## config.mk

```make
export PLATFORM = sky130hd
export DESIGN_NAME = console_io_register_block_top
export DESIGN_NICKNAME = d
export VERILOG_FILES = /design/src/cio_pkg.sv /design/src/console_io_register_block_top.sv
export SDC_FILE = /design/constraint.sdc
export NUM_CORES = 2
export LEC_CHECK = 0
export ABC_AREA = 1
export BUFFER_PORTS_ARGS = -buffer_cell sky130_fd_sc_hd__buf_2
export CORE_ASPECT_RATIO = 1.4
export CORE_MARGIN = 1.5
export CORE_UTILIZATION = 45
export DETAILED_ROUTE_END_ITERATION = 10
export PLACE_DENSITY = 0.64
export RECOVER_POWER = 25
export SETUP_SLACK_MARGIN = 0.02
export SYNTH_ARGS = -nofsm -noshare
export SYNTH_HDL_FRONTEND = slang
export SYNTH_SLANG_ARGS = --single-unit
```

## constraint.sdc

```tcl
create_clock -name clk -period 3.13 [get_ports clk]
set_clock_uncertainty 0.05 [all_clocks]
set_input_delay 0.313 -clock clk [delete_from_list [all_inputs] [get_ports clk]]
set_output_delay 0.313 -clock clk [all_outputs]
set_load 0.01 [all_outputs]
```

## src/cio_pkg.sv

```systemverilog
// Package for the console I/O register block: port codes, widths and shared constants.
// No dependencies.
package cio_pkg;

	localparam int CramDepth = 64;
	localparam int CidxW = $clog2(CramDepth);

	localparam logic [7:0] P_JOYP  = 8'h00;
	localparam logic [7:0] P_SB    = 8'h01;
	localparam logic [7:0] P_SC    = 8'h02;
	localparam logic [7:0] P_DIV   = 8'h04;
	localparam logic [7:0] P_TIMA  = 8'h05;
	localparam logic [7:0] P_TMA   = 8'h06;
	localparam logic [7:0] P_TAC   = 8'h07;
	localparam logic [7:0] P_IF    = 8'h0F;
	localparam logic [7:0] P_SND_LO = 8'h10;
	localparam logic [7:0] P_SND_HI = 8'h26;
	localparam logic [7:0] P_LCDC  = 8'h40;
	localparam logic [7:0] P_STAT  = 8'h41;
	localparam logic [7:0] P_SCY   = 8'h42;
	localparam logic [7:0] P_SCX   = 8'h43;
	localparam logic [7:0] P_LY    = 8'h44;
	localparam logic [7:0] P_LYC   = 8'h45;
	localparam logic [7:0] P_DMA   = 8'h46;
	localparam logic [7:0] P_BGP   = 8'h47;
	localparam logic [7:0] P_OBP0  = 8'h48;
	localparam logic [7:0] P_OBP1  = 8'h49;
	localparam logic [7:0] P_WY    = 8'h4A;
	localparam logic [7:0] P_WX    = 8'h4B;
	localparam logic [7:0] P_KEY1  = 8'h4D;
	localparam logic [7:0] P_VBK   = 8'h4F;
	localparam logic [7:0] P_BOOT  = 8'h50;
	localparam logic [7:0] P_HDMA1 = 8'h51;
	localparam logic [7:0] P_HDMA2 = 8'h52;
	localparam logic [7:0] P_HDMA3 = 8'h53;
	localparam logic [7:0] P_HDMA4 = 8'h54;
	localparam logic [7:0] P_HDMA5 = 8'h55;
	localparam logic [7:0] P_BCPS  = 8'h68;
	localparam logic [7:0] P_BCPD  = 8'h69;
	localparam logic [7:0] P_OCPS  = 8'h6A;
	localparam logic [7:0] P_OCPD  = 8'h6B;
	localparam logic [7:0] P_SVBK  = 8'h70;
	localparam logic [7:0] P_IE    = 8'hFF;

	localparam logic OP_WRITE = 1'b1;
	localparam logic [0:0] REG_COLOR_MODE = 1'b0;

	function automatic logic [3:0] rate_shift(input logic [1:0] sel);
		logic [3:0] r;
		unique case (sel)
			2'd0: r = 4'd10;
			2'd1: r = 4'd4;
			2'd2: r = 4'd6;
			default: r = 4'd8;
		endcase
		return r;
	endfunction

endpackage

```

## src/console_io_register_block_top.sv

```systemverilog
// Console I/O register block top level: register file, colour RAMs, APB config port.
// Depends on cio_pkg.
//
// Latency: an accepted item's result is registered in the output register.
// Throughput: one item per cycle while the output is not stalled; each colour RAM is read ahead at its next index.
// Reset: arst_n clears all control and register state to its reset value; the work RAM
// bank select to 1, timer rate shift to 10; colour RAM entries read as zero until written.
module console_io_register_block_top import cio_pkg::*; (
	input  logic       clk,
	input  logic       arst_n,
	input  logic       psel,
	input  logic       penable,
	input  logic       pwrite,
	input  logic [1:0] paddr,
	input  logic [31:0] pwdata,
	output logic [31:0] prdata,
	output logic       pready,
	input  logic       in_valid,
	output logic       in_stall,
	input  logic       op,
	input  logic [7:0] port,
	input  logic [7:0] wdata,
	input  logic [3:0] joypad_directions,
	input  logic [3:0] joypad_buttons,
	input  logic [7:0] divider_high,
	input  logic [7:0] ppu_line,
	input  logic [1:0] ppu_mode,
	input  logic       lyc_match,
	output logic       out_valid,
	input  logic       out_stall,
	output logic [7:0] rdata,
	output logic       divider_reset,
	output logic       display_reset,
	output logic       sprite_refresh,
	output logic       oam_dma_start,
	output logic       gdma_start,
	output logic [6:0] gdma_length,
	output logic       boot_rom_off
);

	// Config register: only index 0 (byte address 0) is mapped.
	logic color_mode_q;
	logic cfg_hit;
	assign pready = 1'b1;
	assign cfg_hit = (paddr[1:0] == {REG_COLOR_MODE, 1'b0});
	assign prdata = cfg_hit ? {31'd0, color_mode_q} : 32'd0;

	always_ff @(posedge clk or negedge arst_n) begin
		if (!arst_n) begin
			color_mode_q <= 1'b0;
		end else if (psel && penable && pwrite && cfg_hit) begin
			color_mode_q <= pwdata[0];
		end
	end

	// Stored register file
	logic       joyp_sel_q;
	logic [7:0] tima_q, tma_q;
	logic       tac_en_q;
	logic [3:0] tac_shift_q;
	logic [7:0] if_q, ie_q, lcdc_q;
	logic [3:0] stat_en_q;
	logic [7:0] scy_q, scx_q, lyc_q, wy_q, wx_q;
	logic [7:0] dma_page_q, bgp_q;
	logic [5:0] obp0_q, obp1_q;
	logic       vbk_q;
	logic [15:0] hdma_src_q, hdma_dst_q;
	logic       hdma_act_q;
	logic [CidxW-1:0] bidx_q, oidx_q;
	logic       binc_q, oinc_q;
	logic [7:0] bcram_q [CramDepth];
	logic [7:0] ocram_q [CramDepth];
	logic [7:0] svbk_q;

	// Colour RAM read-ahead state
	logic bsel_wr, osel_wr, bwe, owe;
	logic [CidxW-1:0] bidx_d, oidx_d;
	logic [CramDepth-1:0] bvld_q, ovld_q;
	logic [7:0] brd_q, ord_q, cwd_q;
	logic bbyp_q, obyp_q, bvld_rd_q, ovld_rd_q;
	logic [7:0] bcur, ocur;

	// Output register: the result waits here while the output is stalled, and no new item is taken in meanwhile.
	logic out_valid_q;
	logic accept, advance;
	assign advance = !out_valid_q || !out_stall;
	assign in_stall = !advance;
	assign accept = in_valid && advance;
	assign out_valid = out_valid_q;

	logic wr;
	assign wr = accept && (op == OP_WRITE);

	// Colour RAMs: read the entry at the next index every cycle, so the data for the
	// current index is always in a register. Bypass a write to the entry that stays
	// selected; a valid bit per entry makes unwritten entries read as zero.
	assign bsel_wr = wr && color_mode_q && (port == P_BCPS);
	assign osel_wr = wr && color_mode_q && (port == P_OCPS);
	assign bwe = wr && color_mode_q && (port == P_BCPD);
	assign owe = wr && color_mode_q && (port == P_OCPD);

	always_comb begin
		bidx_d = bidx_q;
		if (bsel_wr) begin
			bidx_d = wdata[CidxW-1:0];
		end else if (bwe && binc_q) begin
			bidx_d = bidx_q + CidxW'(1);
		end
	end

	always_comb begin
		oidx_d = oidx_q;
		if (osel_wr) begin
			oidx_d = wdata[CidxW-1:0];
		end else if (owe && oinc_q) begin
			oidx_d = oidx_q + CidxW'(1);
		end
	end

	always_ff @(posedge clk or negedge arst_n) begin
		if (!arst_n) begin
			bidx_q <= '0;
			oidx_q <= '0;
			bvld_q <= '0;
			ovld_q <= '0;
			bbyp_q <= 1'b0;
			obyp_q <= 1'b0;
			bvld_rd_q <= 1'b0;
			ovld_rd_q <= 1'b0;
		end else begin
			bidx_q <= bidx_d;
			oidx_q <= oidx_d;
			if (bwe) bvld_q[bidx_q] <= 1'b1;
			if (owe) ovld_q[oidx_q] <= 1'b1;
			bbyp_q <= bwe && (bidx_d == bidx_q);
			obyp_q <= owe && (oidx_d == oidx_q);
			bvld_rd_q <= bvld_q[bidx_d];
			ovld_rd_q <= ovld_q[oidx_d];
		end
	end

	always_ff @(posedge clk) begin
		if (bwe) bcram_q[bidx_q] <= wdata;
		if (owe) ocram_q[oidx_q] <= wdata;
		brd_q <= bcram_q[bidx_d];
		ord_q <= ocram_q[oidx_d];
		cwd_q <= wdata;
	end

	assign bcur = bbyp_q ? cwd_q : (bvld_rd_q ? brd_q : 8'h00);
	assign ocur = obyp_q ? cwd_q : (ovld_rd_q ? ord_q : 8'h00);

	// Read mux over stored fields and live status
	logic [7:0] rd;
	always_comb begin
		rd = 8'hFF;
		if (port >= P_SND_LO && port <= P_SND_HI) begin
			rd = 8'h00;
		end else begin
			unique case (port)
				P_JOYP: rd = joyp_sel_q ? (8'hE0 | {4'd0, joypad_directions})
				                        : (8'hD0 | {4'd0, joypad_buttons});
				P_SB, P_SC, P_KEY1: rd = 8'h00;
				P_DIV:  rd = divider_high;
				P_TIMA: rd = tima_q;
				P_IF:   rd = if_q;
				P_LCDC: rd = lcdc_q;
				P_STAT: rd = {1'b0, stat_en_q, lyc_match, ppu_mode};
				P_SCY:  rd = scy_q;
				P_SCX:  rd = scx_q;
				P_LY:   rd = ppu_line;
				P_DMA:  rd = dma_page_q;
				P_BGP:  rd = bgp_q;
				P_OBP0: rd = {obp0_q, 2'b00};
				P_OBP1: rd = {obp1_q, 2'b00};
				P_WY:   rd = wy_q;
				P_WX:   rd = wx_q;
				P_VBK:  rd = {7'd0, vbk_q};
				P_HDMA5: if (color_mode_q) rd = hdma_act_q ? 8'h00 : 8'hFF;
				P_BCPS: if (color_mode_q) rd = {binc_q, 1'b0, bidx_q};
				P_OCPS: if (color_mode_q) rd = {oinc_q, 1'b0, oidx_q};
				P_BCPD: if (color_mode_q) rd = bcur;
				P_OCPD: if (color_mode_q) rd = ocur;
				P_SVBK: if (color_mode_q) rd = svbk_q;
				P_IE:   rd = ie_q;
				default: rd = 8'hFF;
			endcase
		end
	end

	// Register updates on write items
	always_ff @(posedge clk or negedge arst_n) begin
		if (!arst_n) begin
			joyp_sel_q <= 1'b0; tima_q <= '0; tma_q <= '0; tac_en_q <= 1'b0;
			tac_shift_q <= 4'd10; if_q <= '0; ie_q <= '0; lcdc_q <= '0;
			stat_en_q <= '0; scy_q <= '0; scx_q <= '0; lyc_q <= '0; wy_q <= '0;
			wx_q <= '0; dma_page_q <= '0; bgp_q <= '0; obp0_q <= '0; obp1_q <= '0;
			vbk_q <= 1'b0; hdma_src_q <= '0; hdma_dst_q <= '0; hdma_act_q <= 1'b0;
			binc_q <= 1'b0; oinc_q <= 1'b0;
			svbk_q <= 8'd1;
		end else if (wr) begin
			unique case (port)
				P_JOYP: joyp_sel_q <= wdata[5];
				P_TIMA: tima_q <= wdata;
				P_TMA:  tma_q <= wdata;
				P_TAC: begin
					tac_en_q <= wdata[2];
					tac_shift_q <= rate_shift(wdata[1:0]);
				end
				P_IF:   if_q <= wdata;
				P_LCDC: lcdc_q <= wdata;
				P_STAT: stat_en_q <= wdata[6:3];
				P_SCY:  scy_q <= wdata;
				P_SCX:  scx_q <= wdata;
				P_LYC:  lyc_q <= wdata;
				P_DMA:  dma_page_q <= wdata;
				P_BGP:  bgp_q <= wdata;
				P_OBP0: obp0_q <= wdata[7:2];
				P_OBP1: obp1_q <= wdata[7:2];
				P_WY:   wy_q <= wdata;
				P_WX:   wx_q <= wdata;
				P_VBK:  vbk_q <= wdata[0];
				P_HDMA1: if (color_mode_q) hdma_src_q[15:8] <= wdata;
				P_HDMA2: if (color_mode_q) hdma_src_q[7:0] <= {wdata[7:4], 4'd0};
				P_HDMA3: if (color_mode_q) hdma_dst_q[15:8] <= wdata;
				P_HDMA4: if (color_mode_q) hdma_dst_q[7:0] <= {wdata[7:4], 4'd0};
				P_HDMA5: if (color_mode_q && wdata[7]) hdma_act_q <= 1'b1;
				P_BCPS: if (color_mode_q) binc_q <= wdata[7];
				P_OCPS: if (color_mode_q) oinc_q <= wdata[7];
				P_SVBK: if (color_mode_q) svbk_q <= (wdata == 8'd0) ? 8'd1 : wdata;
				P_IE:   ie_q <= wdata;
				default: ;
			endcase
		end
	end

	// Result register
	logic gdma_hit;
	assign gdma_hit = (port == P_HDMA5) && color_mode_q && !wdata[7];

	always_ff @(posedge clk or negedge arst_n) begin
		if (!arst_n) begin
			out_valid_q <= 1'b0;
		end else if (advance) begin
			out_valid_q <= in_valid;
		end
	end

	always_ff @(posedge clk) begin
		if (accept) begin
			rdata          <= (op == OP_WRITE) ? 8'hFF : rd;
			divider_reset  <= wr && port == P_DIV;
			display_reset  <= wr && port == P_LCDC && !wdata[7];
			sprite_refresh <= wr && port == P_LCDC && (lcdc_q[1] != wdata[1]);
			oam_dma_start  <= wr && port == P_DMA;
			gdma_start     <= wr && gdma_hit;
			gdma_length    <= (wr && gdma_hit) ? wdata[6:0] : 7'd0;
			boot_rom_off   <= wr && port == P_BOOT;
		end
	end

endmodule

```

==> impl.org <==
** Outcome
- Outcome :: complete, but fails checks
- The checks that failed: capacitance limit, slew limit.

** Global route
- In the global route stage, overall resource usage came out at 0.245.
- Maximum number of pins on one net before global-route repair :: 119
- Vias in the first global route :: 41,946
- The first global-routing pass estimated 247 mm of wire.
- Initial antenna violation count :: 6
- The total overflow left after global routing is 0.

** STA
- Unrepaired setup endpoints after global routing :: no
- Hold Fails Final Rpt :: 0
- The worst pin sits at a relative slew slack of -0.701.
- For this run, the top clock speed supported by timing is 332 MHz.
- Summed over all failing endpoints, the final setup total negative slack is 0 ns.
- Setup violations remaining at the end of the flow were counted as 0.
- Final Critical Period :: 3.02 ns
- The max-slew violation count came to 173.
- Dividing the final minimum period by the clock period gives 0.963.
- Actual transition at the worst max-transition pin :: 2.55 ns

** Synth
- Of the post-synthesis cell area, the dominant cell type holds 0.529.
- Cell taking the most area after synthesis :: sky130_fd_sc_hd__edfxtp_1
- Number of flip-flops and latches in the synthesized netlist :: 1,324
- Share of the yosys chip area belonging to registers :: 0.645
- Most repeated cell in the gate-level netlist after synthesis :: sky130_fd_sc_hd__nand2_1
- Counting flops with a built-in enable in the synthesized netlist gives 1,045.
- Number of distinct library cells after synthesis :: 51
- For this run, the leading register cell type out of synthesis is sky130_fd_sc_hd__edfxtp_1.
- Synthesized instance count :: 6,107
- Synth warn :: 0
- Commonest cells in the netlist :: sky130_fd_sc_hd__nand2_1, sky130_fd_sc_hd__nand3_1, sky130_fd_sc_hd__inv_1
- A synthesized cell averages 9.71 um2.
- Fraction of registers with async set/reset :: 0.193
- Cell Area, Synth :: 59,300 um2
- Sorting the synthesized cells by area gives the leading types as sky130_fd_sc_hd__edfxtp_1, sky130_fd_sc_hd__dfrtp_1, sky130_fd_sc_hd__nand3_1, sky130_fd_sc_hd__nand2_1, sky130_fd_sc_hd__inv_1.

** Final layout
- The finished layout holds 8,246 standard cells, fillers aside.
- Layout overhead on the synthesized area :: 15.8%
- In the final layout, the share of cells above drive strength 1 is 0.109.
- Counting the fill cells in the layout gives 11,514.
- For this run, the post-layout net count is 6,467.

** Clocking
- Clock sinks :: 1,324
- H-tree Lvls :: 4
- Total clock buffers created by CTS :: 134
- The tree is rooted in a sky130_fd_sc_hd__clkbuf_16.
- CTS max path bufs :: 3
- Clock-pin slew on the worst setup and hold paths :: 0.06 ns
- Clock tree from TritonCTS :: done
- At the later pin of the worst-skew pair, clock insertion delay measures 0.76 ns.

** Routing
- First drt pass iteration count :: 6
- After detailed routing, the number of remaining DRC violations is 0.
- Using the TritonRoute via totals, the vias-per-cell ratio works out to 5.21.
- The detail route stage leaves a number of antenna-violating nets equal to 0.
- Summing over every cut layer, the via total after detailed routing is 42,961.
- Wirelength per Cell :: 20.0 um
- Total routed wirelength :: 165 mm
- Initial detailed-routing violation count :: 4,218

** Floorplanning
- For this design the top-level I/O count stands at 141.
- Height of the die :: 433 um
- The die is 310 um wide.
- The floorplan has 157 rows.
- Core ar. :: 131,000 um2
- For this configuration, the core starts out at a cell density of 0.453.
- The floorplan step defined a die boundary enclosing 134,000 um2.

** Job
- Max-cap violations in this run came to 3.

** Placement
- After detailed placement, the design holds a cell count of 7,957.
- Total of buffers placed on input and output ports :: 77
- Routability-driven placement finished with a final weighted congestion of 0.904.
- DP Wirelength :: 104 mm

** Setup path
- Endpoint kind of the worst setup timing path :: flip-flop
- The worst setup path is of the reg -> reg kind.
- Delay of the slowest critical-path stage :: 0.38 ns
- Data required time at the worst endpoint :: 3.73 ns
- The slowest stage of the critical path is the sky130_fd_sc_hd__dfrtp_1 cell.
- Top cell by count, worst path :: sky130_fd_sc_hd__nand3_1
- STA puts the critical path data arrival time at 3.61 ns.
- In this run the worst path has a maximum fanout of 40.
- Crit path cell chain :: nand2_2 -> nand3_4 -> nor2_2 -> buf_6 -> inv_2 -> nor2_4 -> buf_4 -> nand2_4 -> nand2_8 -> buf_4 -> buf_12 -> nand2_1 -> nand3_1 -> nand3_1 -> nand3_1 -> nand3_1 -> nand3_1 -> nand2_1
- STA classifies the critical path startpoint as a flip-flop.

** Power
- Worst VDD drop :: 0.391 mV
- For this design the static power due to leakage is 30.1 nW.
- Power density cells :: 550 nW/um2

** Min path
- Worst min-delay path category :: in -> reg
==> worst paths after layout <==
check,start,to,slack (ns),cells after the start
min in group asynchronous,arst_n,dma_page_q[3],0.87,2
max reg2reg,out_valid,brd_q[2],0.11,18
min reg2reg,bvld_q[16],bvld_q[16],0.40,2
max,out_valid,brd_q[2],0.11,18
min,port[4],boot_rom_off,0.06,3
max in group asynchronous,arst_n,scy_q[2],0.62,3
==> report_power, final <==
| part | switching [W] | internal (W) | leakage, nW |
|---|---|---|---|
| Sequential | 0.0000790 | 0.0191 | 12.4 |
| Combinational | 0.00148 | 0.000547 | 15.5 |
| Clock | 0.00691 | 0.00964 | 2.20 |
==> cells in the final DEF, fill, tap and decap left out, drive strengths merged, types with 13 or more instances in the layout <==
cell / count
inv: 1174
clkinv: 54
nor3: 13
nor2: 195
bufinv: 14
dfxtp: 24
clkbuf: 190
nand3: 1275
dfrtp: 254
a22oi: 14
a22o: 22
nand2: 1351
a21oi: 24
dlygate4sd3: 18
edfxtp: 1045
o21ai: 270
nand4: 29
buf: 410
clkinvlp: 13
nand3b: 24
conb: 32
==> stage by stage <==
| stage | utilization | hold WS [ns] | setup WS (ns) | cell area (um2) | power [W] |
|---|---|---|---|---|---|
| after floorplan | - | -0.0326 | 0.724 | 59400 | 0.0204 |
| after global placement | 0.486 | 0.387 | -0.233 | 63600 | 0.0214 |
| after detailed placement | 0.486 | 0.369 | -0.222 | 63600 | 0.0215 |
| after CTS | 0.523 | 0.00164 | 0.0314 | 68400 | 0.0379 |
| after global routing | 0.525 | 0.0625 | 0.0100 | 68700 | 0.0387 |
| final | 0.525 | 0.0570 | 0.114 | 68700 | 0.0377 |
==> flip-flops by register name, summed over array words and instances (netlist names), 64 cells and up <==
signal,flops
bcram_q,512
bvld_q,64
ocram_q,512
ovld_q,64
==> area by class of cell <==
class	instances	area (um2)	share of cell area
diodes	4	10.0	0.000146
clock buffers	172	3720	0.0541
clock inverters	77	843	0.0123
inverters	1178	4420	0.0644
multi-input cells	3295	15200	0.222
flip-flops and latches	1324	38200	0.557
well taps	1749	2190	0.0319
repair buffers	447	4000	0.0582
==> logic make-up after synthesis <==
family / share of synthesized area
and+or+nand+nor: 0.216
buffers and inverters: 0.104
DFF: 0.645
AOI/OAI and AO/OA: 0.0341
xor gates and xnor gates: 0.000739
adders and majority gates: 0.000422
other: 0.000127
==> worst max-delay path, delay by kind of cell, from the launching register on <==
kind,cells,cell delay (ns)
flip-flops,1,0.38
buffers and inverters,5,0.74
AND/OR/NAND/NOR,13,1.69
==> routing by layer <==
metal | vias up | GRT usage | routed length (um)
met5 | - | 0 | 0
met4 | 0 | 0.139 | 9610
li1 | 20412 | - | -
met3 | 422 | 0.0373 | 9740
met1 | 20584 | 0.287 | 61900
met2 | 1543 | 0.426 | 83400
==> timing repair <==
action,CTS,global route
gates resized for setup,3,29
endpoints found under the setup margin,2,18
pin swaps,2,5
gates cloned,2,4
endpoints found under the hold margin,198,0
setup buffers,3,9
hold buffers,18,0
No activity file was read; power rests on OpenSTA's default activity.
